===== config.mk =====
export PLATFORM = sky130hd
export DESIGN_NAME = sprite_line_evaluator
export DESIGN_NICKNAME = d
export VERILOG_FILES = /design/src/hw/rtl/sle_pkg.sv /design/src/hw/rtl/sle_row_unit.sv /design/src/hw/rtl/sprite_line_evaluator.sv
export SDC_FILE = /design/constraint.sdc
export NUM_CORES = 1
export LEC_CHECK = 0
export ABC_AREA = 1
export ABC_CLOCK_PERIOD_IN_PS = 6700
export BUFFER_PORTS_ARGS = -buffer_cell sky130_fd_sc_hd__buf_2
export CORE_ASPECT_RATIO = 0.5
export CORE_UTILIZATION = 50
export DETAILED_ROUTE_END_ITERATION = 6
export PLACE_DENSITY_LB_ADDON = 0.08
export REMOVE_ABC_BUFFERS = 1
export SLEW_MARGIN = 10
export SYNTH_ARGS = -nofsm -noshare
export SYNTH_HDL_FRONTEND = slang
export SYNTH_HIERARCHICAL = 1
export SYNTH_SLANG_ARGS = --single-unit

===== constraint.sdc =====
create_clock -name i_clk -period 6.7 [get_ports i_clk]
set_input_delay 1.34 -clock i_clk [delete_from_list [all_inputs] [get_ports i_clk]]
set_output_delay 1.34 -clock i_clk [all_outputs]
set_load 0.005 [all_outputs]

===== src/hw/rtl/sle_pkg.sv =====
// Shared types, codes and helpers for the sprite line evaluator.
package sle_pkg;

    // Default sizing
    localparam int SPRITES_PER_LINE_DEF = 8;
    localparam int TABLE_ENTRIES_DEF    = 64;

    // Line latched for any negative (pre-render) line number
    localparam logic [8:0] PRE_RENDER_LINE = 9'h1FF;

    // Item kinds
    typedef enum logic [1:0] {
        KIND_START   = 2'd0,
        KIND_ENTRY   = 2'd1,
        KIND_FETCH   = 2'd2,
        KIND_PATTERN = 2'd3
    } t_kind;

    // Result kinds
    localparam logic RES_ADDR    = 1'b0;
    localparam logic RES_PATTERN = 1'b1;

    // Configuration register indexes
    localparam logic [1:0] CFG_TALL      = 2'd0;
    localparam logic [1:0] CFG_TABLE_SEL = 2'd1;

    // Attribute flag bits
    localparam int FLAG_VFLIP = 7;
    localparam int FLAG_HFLIP = 6;

    // Kept sprite entry
    typedef struct packed {
        logic [7:0] y;
        logic [7:0] tile;
        logic [7:0] flags;
    } t_entry;

    // Row unit answer
    typedef struct packed {
        logic        qualify;
        logic [12:0] addr_low;
    } t_row_res;

    // Bit reversal of one pattern byte
    function automatic logic [7:0] mirror_bits(input logic [7:0] v);
        logic [7:0] a;
        logic [7:0] b;
        a = ((v & 8'hF0) >> 4) | ((v & 8'h0F) << 4);
        b = ((a & 8'hCC) >> 2) | ((a & 8'h33) << 2);
        return ((b & 8'hAA) >> 1) | ((b & 8'h55) << 1);
    endfunction

endpackage


===== src/hw/rtl/sle_row_unit.sv =====
// Shared row unit: line minus top row, range test and pattern row address.
module sle_row_unit
    import sle_pkg::*;
(
    input  logic [8:0] i_line,
    input  logic [7:0] i_y,
    input  logic [7:0] i_tile,
    input  logic [7:0] i_flags,
    input  logic       i_tall,
    input  logic       i_table_sel,
    output t_row_res   o_res
);

    logic [9:0] w_diff;
    logic       w_vflip;
    logic [2:0] w_row;
    logic       w_half;

    // One subtract serves both evaluation and fetch; bit 9 is the borrow
    assign w_diff  = {1'b0, i_line} - {2'b00, i_y};
    assign w_vflip = i_flags[FLAG_VFLIP];
    assign w_row   = w_diff[2:0] ^ {3{w_vflip}};
    assign w_half  = w_diff[3] ^ w_vflip;

    // Range test: 0..7 rows, 0..15 in tall mode
    always_comb begin
        o_res.qualify = !w_diff[9] &&
                        (i_tall ? (w_diff[8:4] == 5'd0) : (w_diff[8:3] == 6'd0));
        if (i_tall) begin
            o_res.addr_low = {i_tile[0], i_tile[7:1], w_half, 1'b0, w_row};
        end else begin
            o_res.addr_low = {i_table_sel, i_tile, 1'b0, w_row};
        end
    end

endmodule


===== src/hw/rtl/sprite_line_evaluator.sv =====
// Top level: scanline sprite selection and sprite pattern fetch sequencer.
// Every item takes a start pulse while busy is low; busy then rises for the
// work. Start-line and attribute-entry items keep busy high for one cycle,
// and no new item is taken until busy is low again. A fetch item puts out
// one address pair per cycle, one pair per kept sprite, each registered in
// the fetch state after the execute state, the last flagged by last_of_run;
// a fetch with no kept sprites gives nothing. A pattern-bytes item passes
// through the execute, pattern and emit states and is then put out. This
// order comes from the sequencer and the registered read of the kept
// sprite memory feeding the single row unit. Results appear for exactly
// one cycle on o_result_valid and cannot be held off. Configuration writes
// are always ready and must only be issued while the block is idle.
module sprite_line_evaluator
    import sle_pkg::*;
#(
    parameter int SPRITES_PER_LINE = SPRITES_PER_LINE_DEF,
    parameter int TABLE_ENTRIES    = TABLE_ENTRIES_DEF
) (
    input  logic              i_clk,
    input  logic              i_rst_n,
    // command channel
    input  logic              start,
    output logic              busy,
    input  logic [1:0]        i_kind,
    input  logic signed [9:0] i_line_number,
    input  logic [5:0]        i_entry_index,
    input  logic [7:0]        i_entry_y,
    input  logic [7:0]        i_entry_tile,
    input  logic [7:0]        i_entry_flags,
    input  logic [2:0]        i_slot_number,
    input  logic [7:0]        i_plane_low_in,
    input  logic [7:0]        i_plane_high_in,
    // configuration channel
    input  logic              i_cfg_valid,
    output logic              o_cfg_ready,
    input  logic [1:0]        i_cfg_index,
    input  logic [7:0]        i_cfg_data,
    // results
    output logic              o_result_valid,
    output logic              o_result_kind,
    output logic [12:0]       o_fetch_addr_low,
    output logic [12:0]       o_fetch_addr_high,
    output logic [2:0]        o_slot_out,
    output logic              o_last_of_run,
    output logic [3:0]        o_selected_count,
    output logic              o_zero_on_line,
    output logic              o_overflow_flag,
    output logic [7:0]        o_plane_low_out,
    output logic [7:0]        o_plane_high_out
);

    localparam int IW = (SPRITES_PER_LINE > 1) ? $clog2(SPRITES_PER_LINE) : 1;
    localparam int CW = $clog2(SPRITES_PER_LINE + 1);

    typedef enum logic [2:0] {
        S_IDLE,
        S_EXEC,
        S_FETCH,
        S_PAT,
        S_PAT_EM
    } t_state;

    t_state         r_state;
    t_kind          r_kind;
    logic [9:0]     r_line_number;
    logic [5:0]     r_entry_index;
    t_entry         r_entry;
    logic [2:0]     r_slot;
    logic [7:0]     r_plane_low;
    logic [7:0]     r_plane_high;

    logic           r_tall;
    logic           r_table_sel;
    logic [8:0]     r_line;
    logic [CW-1:0]  r_count;
    logic           r_zero;
    logic           r_overflow;
    logic [CW-1:0]  r_idx;
    logic [7:0]     r_shift_low  [SPRITES_PER_LINE];
    logic [7:0]     r_shift_high [SPRITES_PER_LINE];

    // kept sprite memory
    t_entry         r_mem [SPRITES_PER_LINE];
    t_entry         r_rd_data;

    t_entry         w_unit_in;
    t_row_res       w_res;
    logic           w_mem_we;
    logic [IW-1:0]  w_rd_addr;
    logic [IW-1:0]  w_slot_idx;
    logic           w_slot_ok;
    logic           w_index_ok;
    logic           w_room;
    logic [CW-1:0]  w_idx_next;
    logic           w_last;
    logic [7:0]     w_lo_fix;
    logic [7:0]     w_hi_fix;

    assign busy        = (r_state != S_IDLE);
    assign o_cfg_ready = 1'b1;

    // Decode helpers
    assign w_slot_idx = IW'(r_slot);
    assign w_slot_ok  = int'(r_slot) < SPRITES_PER_LINE;
    assign w_index_ok = int'(r_entry_index) < TABLE_ENTRIES;
    assign w_room     = int'(r_count) < SPRITES_PER_LINE;
    assign w_idx_next = r_idx + CW'(1);
    assign w_last     = (w_idx_next == r_count);

    // Row unit operands: the entry under test, or the entry read back
    assign w_unit_in = (r_state == S_EXEC) ? r_entry : r_rd_data;

    sle_row_unit u_row (
        .i_line      (r_line),
        .i_y         (w_unit_in.y),
        .i_tile      (w_unit_in.tile),
        .i_flags     (w_unit_in.flags),
        .i_tall      (r_tall),
        .i_table_sel (r_table_sel),
        .o_res       (w_res)
    );

    // Memory write when an entry is kept
    assign w_mem_we = (r_state == S_EXEC) && (r_kind == KIND_ENTRY) &&
                      w_index_ok && w_res.qualify && w_room;

    // Memory read address
    always_comb begin
        case (r_state)
            S_EXEC:  w_rd_addr = (r_kind == KIND_PATTERN) ? w_slot_idx : IW'(0);
            S_FETCH: w_rd_addr = w_idx_next[IW-1:0];
            default: w_rd_addr = w_slot_idx;
        endcase
    end

    always_ff @(posedge i_clk) begin
        if (w_mem_we) begin
            r_mem[r_count[IW-1:0]] <= r_entry;
        end
        r_rd_data <= r_mem[w_rd_addr];
    end

    // Optional horizontal flip of the returned bytes
    assign w_lo_fix = r_rd_data.flags[FLAG_HFLIP] ? mirror_bits(r_plane_low)
                                                  : r_plane_low;
    assign w_hi_fix = r_rd_data.flags[FLAG_HFLIP] ? mirror_bits(r_plane_high)
                                                  : r_plane_high;

    // Sequencer, state and registered outputs
    always_ff @(posedge i_clk) begin
        if (!i_rst_n) begin
            r_state        <= S_IDLE;
            r_tall         <= 1'b0;
            r_table_sel    <= 1'b0;
            r_line         <= 9'd0;
            r_count        <= '0;
            r_zero         <= 1'b0;
            r_overflow     <= 1'b0;
            r_idx          <= '0;
            o_result_valid <= 1'b0;
            for (int i = 0; i < SPRITES_PER_LINE; i++) begin
                r_shift_low[i]  <= 8'd0;
                r_shift_high[i] <= 8'd0;
            end
        end else begin
            o_result_valid <= 1'b0;

            // configuration writes
            if (i_cfg_valid) begin
                case (i_cfg_index)
                    CFG_TALL:      r_tall      <= i_cfg_data[0];
                    CFG_TABLE_SEL: r_table_sel <= i_cfg_data[0];
                    default:       ;
                endcase
            end

            case (r_state)
                S_IDLE: begin
                    if (start) begin
                        r_kind        <= t_kind'(i_kind);
                        r_line_number <= i_line_number;
                        r_entry_index <= i_entry_index;
                        r_entry.y     <= i_entry_y;
                        r_entry.tile  <= i_entry_tile;
                        r_entry.flags <= i_entry_flags;
                        r_slot        <= i_slot_number;
                        r_plane_low   <= i_plane_low_in;
                        r_plane_high  <= i_plane_high_in;
                        r_state       <= S_EXEC;
                    end
                end
                S_EXEC: begin
                    r_state <= S_IDLE;
                    case (r_kind)
                        KIND_START: begin
                            if (r_line_number[9]) begin
                                r_line <= PRE_RENDER_LINE;
                            end else begin
                                r_line     <= r_line_number[8:0];
                                r_count    <= '0;
                                r_zero     <= 1'b0;
                                r_overflow <= 1'b0;
                                for (int i = 0; i < SPRITES_PER_LINE; i++) begin
                                    r_shift_low[i]  <= 8'd0;
                                    r_shift_high[i] <= 8'd0;
                                end
                            end
                        end
                        KIND_ENTRY: begin
                            if (w_index_ok && w_res.qualify) begin
                                if (!w_room) begin
                                    r_overflow <= 1'b1;
                                end else begin
                                    r_count <= r_count + CW'(1);
                                    if (r_entry_index == 6'd0) begin
                                        r_zero <= 1'b1;
                                    end
                                end
                            end
                        end
                        KIND_FETCH: begin
                            r_idx <= '0;
                            if (r_count != '0) begin
                                r_state <= S_FETCH;
                            end
                        end
                        default: begin
                            if (w_slot_ok) begin
                                r_state <= S_PAT;
                            end
                        end
                    endcase
                end
                S_FETCH: begin
                    o_result_valid    <= 1'b1;
                    o_result_kind     <= RES_ADDR;
                    o_fetch_addr_low  <= w_res.addr_low;
                    o_fetch_addr_high <= w_res.addr_low + 13'd8;
                    o_slot_out        <= 3'(r_idx);
                    o_last_of_run     <= w_last;
                    o_selected_count  <= 4'(r_count);
                    o_zero_on_line    <= r_zero;
                    o_overflow_flag   <= r_overflow;
                    o_plane_low_out   <= 8'd0;
                    o_plane_high_out  <= 8'd0;
                    r_idx             <= w_idx_next;
                    if (w_last) begin
                        r_state <= S_IDLE;
                    end
                end
                S_PAT: begin
                    r_shift_low[w_slot_idx]  <= w_lo_fix;
                    r_shift_high[w_slot_idx] <= w_hi_fix;
                    r_state                  <= S_PAT_EM;
                end
                S_PAT_EM: begin
                    o_result_valid    <= 1'b1;
                    o_result_kind     <= RES_PATTERN;
                    o_fetch_addr_low  <= 13'd0;
                    o_fetch_addr_high <= 13'd0;
                    o_slot_out        <= r_slot;
                    o_last_of_run     <= 1'b0;
                    o_selected_count  <= 4'(r_count);
                    o_zero_on_line    <= r_zero;
                    o_overflow_flag   <= r_overflow;
                    o_plane_low_out   <= r_shift_low[w_slot_idx];
                    o_plane_high_out  <= r_shift_high[w_slot_idx];
                    r_state           <= S_IDLE;
                end
                default: r_state <= S_IDLE;
            endcase
        end
    end

endmodule


==> flow_metrics.tcl <==
set metrics [dict create \
    cp_slowest_stage_delay_ns 0.70 \
    clk_latency_ns 0.55 \
    crit_chain "inv_1, nand2_1, nor2_2, buf_4, nand2_1, nand2_1, inv_1, ha_1, or2_4, nand3b_1, nand2_1, nand2_1, nand2_1, inv_1, nand2_1, nor2_1, nand2_1, nor2_1, nand2_1, nor2_4" \
    crit_slowest_cell "nor2_4" \
    finalInstanceArea_mm2 0.0206 \
    worstSetupPathType "flip-flop to flip-flop" \
    final.setup.tns_ns 0 \
    postCtsSetupBuffers 0 \
    worst_pin_slew_ns 1.23 \
    crit_buf_inv 4 \
    relSlewSlack_pct 18.0 \
    vias_per_cell 5.27 \
    tritoncts "yes" \
    ys_warn_count 6 \
    finalClockSkew_ns 0.0179 \
    arrival_ns 4.26 \
    syn_inst 1792 \
    grt_pass1_wl_um 64800 \
    worstPathMaxFanout 31 \
    io_pins 131 \
    critPathCaptureType "flip-flop" \
    place_congestion 0.879 \
    rows 49 \
    worstRegToRegCells 20 \
    cts_inserted_buffers 39 \
    portBuffers 116 \
    cp-start-kind "flip-flop" \
    drt_wl_total_um 42700 \
    htreeDepth 2 \
    drc 0 \
    nFillCells 3076 \
    outcome "finished, final reports clean" \
    nets 1947 \
    period_minus_slack_ns 4.09 \
    ctsLongestPathBuffers 3 \
    fmax_mhz 245 \
    die_h_um 138 \
    wl_per_cell_um 18.0 \
    area_growth_pct 11.7 \
    core-area_mm2 0.0361 \
    grt_pass1_vias 11800 \
    grt_max_degree 74 \
    min_path_type "flip-flop to flip-flop" \
    rsz0062_at_grt "false" \
    finalPower_mw 6.32 \
    critPathTopFamily "simple AND/OR/NAND/NOR gates" \
    drive_gt1_share_pct 12.8 \
    period_share_pct 61.0 \
    hold_viol 0 \
    path_clk_slew_ns 0.07 \
    dieArea_mm2 0.0377 \
    drt-initial-drc-count 974 \
    hpwl_um 25200 \
    placedInstanceArea_mm2 0.0193 \
    path_common_cell "nand2_1" \
    finalSetupViolations 0 \
    ctsResizeCount 0 \
    cp.required_ns 6.87 \
    die_w_um 274 \
    firstDrtPassIters 7 \
    layout_commonest_cell "edfxtp_1" \
    avgSynthCellArea_um2 10.3 \
    slew_violations 0 \
    p_leak_nw 8.56 \
    antenna_found_initial 1 \
    overflow 0 \
    whs_path_depth 0 \
    cts.sink_count 423 \
    ir_worst_vdd_mv 0.145 \
    cts-root-buf "clkbuf_16" \
    power_per_cell_area_mw_per_mm2 307 \
    initial_core_util_pct 51.1 \
    track_usage_pct 22.6 \
    vias 12500 \
    ant_nets 0 \
    maxCapViolCount 0 \
    cts_hold_buf 0 \
    synth_area_mm2 0.0185 \
    path_depth 20 \
    final_cell_mix "377 x edfxtp_1, 313 x nor2_1, 296 x nand2_1" \
]
-- report_power, final --
part | switching, mW | internal [mW] | leakage [nW]
clock network | 0.972 | 1.37 | 0.658
logic | 0.647 | 0.277 | 3.93
registers | 0.0636 | 2.99 | 3.97
total | 1.68 | 4.64 | 8.56
-- registers in the layout, summed over array words and instances, names as in the netlist, 10 cells and up, named ones only --
signal             cells
o_fetch_addr_high     13
o_fetch_addr_low      10
r_entry               18
r_line_number         10
r_mem                144
r_rd_data             18
r_shift_high          64
r_shift_low           64
-- metal layers --
layer | GRT usage (%) | wire length [um] | vias up | part of all wire, %
met4 | 5.21 | 688 | 0 | 1.6
met1 | 30.9 | 19300 | 6072 | 45
met5 | 0 | 0 | - | 0
li1 | - | - | 6067 | -
met2 | 38.0 | 20400 | 310 | 48
met3 | 3.92 | 2340 | 54 | 5.5
-- final cells by class --
cell class              count  area [um2]  area share [%]
well taps                 484         606            2.94
clock inverters            18         213            1.03
diodes                      1        2.50          0.0121
multi-input cells        1035        4870            23.6
repair buffers            132         701            3.40
inverters                 227         852            4.13
flip-flops and latches    423       12200            59.4
clock buffers              53        1120            5.44
-- worst reg2reg max path: stages (launching register included) --
cell and delay, ns:
dfxtp_1 0.34, inv_1 0.15, nand2_1 0.13, nor2_2 0.10
buf_4 0.40, nand2_1 0.11, nand2_1 0.14, inv_1 0.06
ha_1 0.32, or2_4 0.27, nand3b_1 0.11, nand2_1 0.08
nand2_1 0.07, nand2_1 0.05, inv_1 0.05, nand2_1 0.04
nor2_1 0.18, nand2_1 0.07, nor2_1 0.16, nand2_1 0.18
nor2_4 0.70
-- through the flow --
stage	cells	util (%)	setup slack (ns)	hold slack [ns]
after global routing	2373	57.1	2.36	0.458
after floorplan	1685	-	0.251	0.408
after CTS	2372	57.1	2.61	0.437
after global placement	2301	53.4	2.72	0.418
final	2373	57.1	2.61	0.436
after detailed placement	2301	53.4	2.63	0.424
-- worst paths after layout --
| kind | startpoint | to | slack (ns) |
|---|---|---|---|
| max | r_state[2]$_SDFFE_PN0P_ | r_mem[7][13]$_DFFE_PP_ | 2.61 |
| min | r_zero$_SDFFE_PN0P_ | o_zero_on_line$_DFFE_PP_ | 0.44 |
| max reg2reg | r_state[2]$_SDFFE_PN0P_ | r_mem[7][13]$_DFFE_PP_ | 2.61 |
| min reg2reg | r_zero$_SDFFE_PN0P_ | o_zero_on_line$_DFFE_PP_ | 0.44 |
Power figures use the tool's default switching activity.
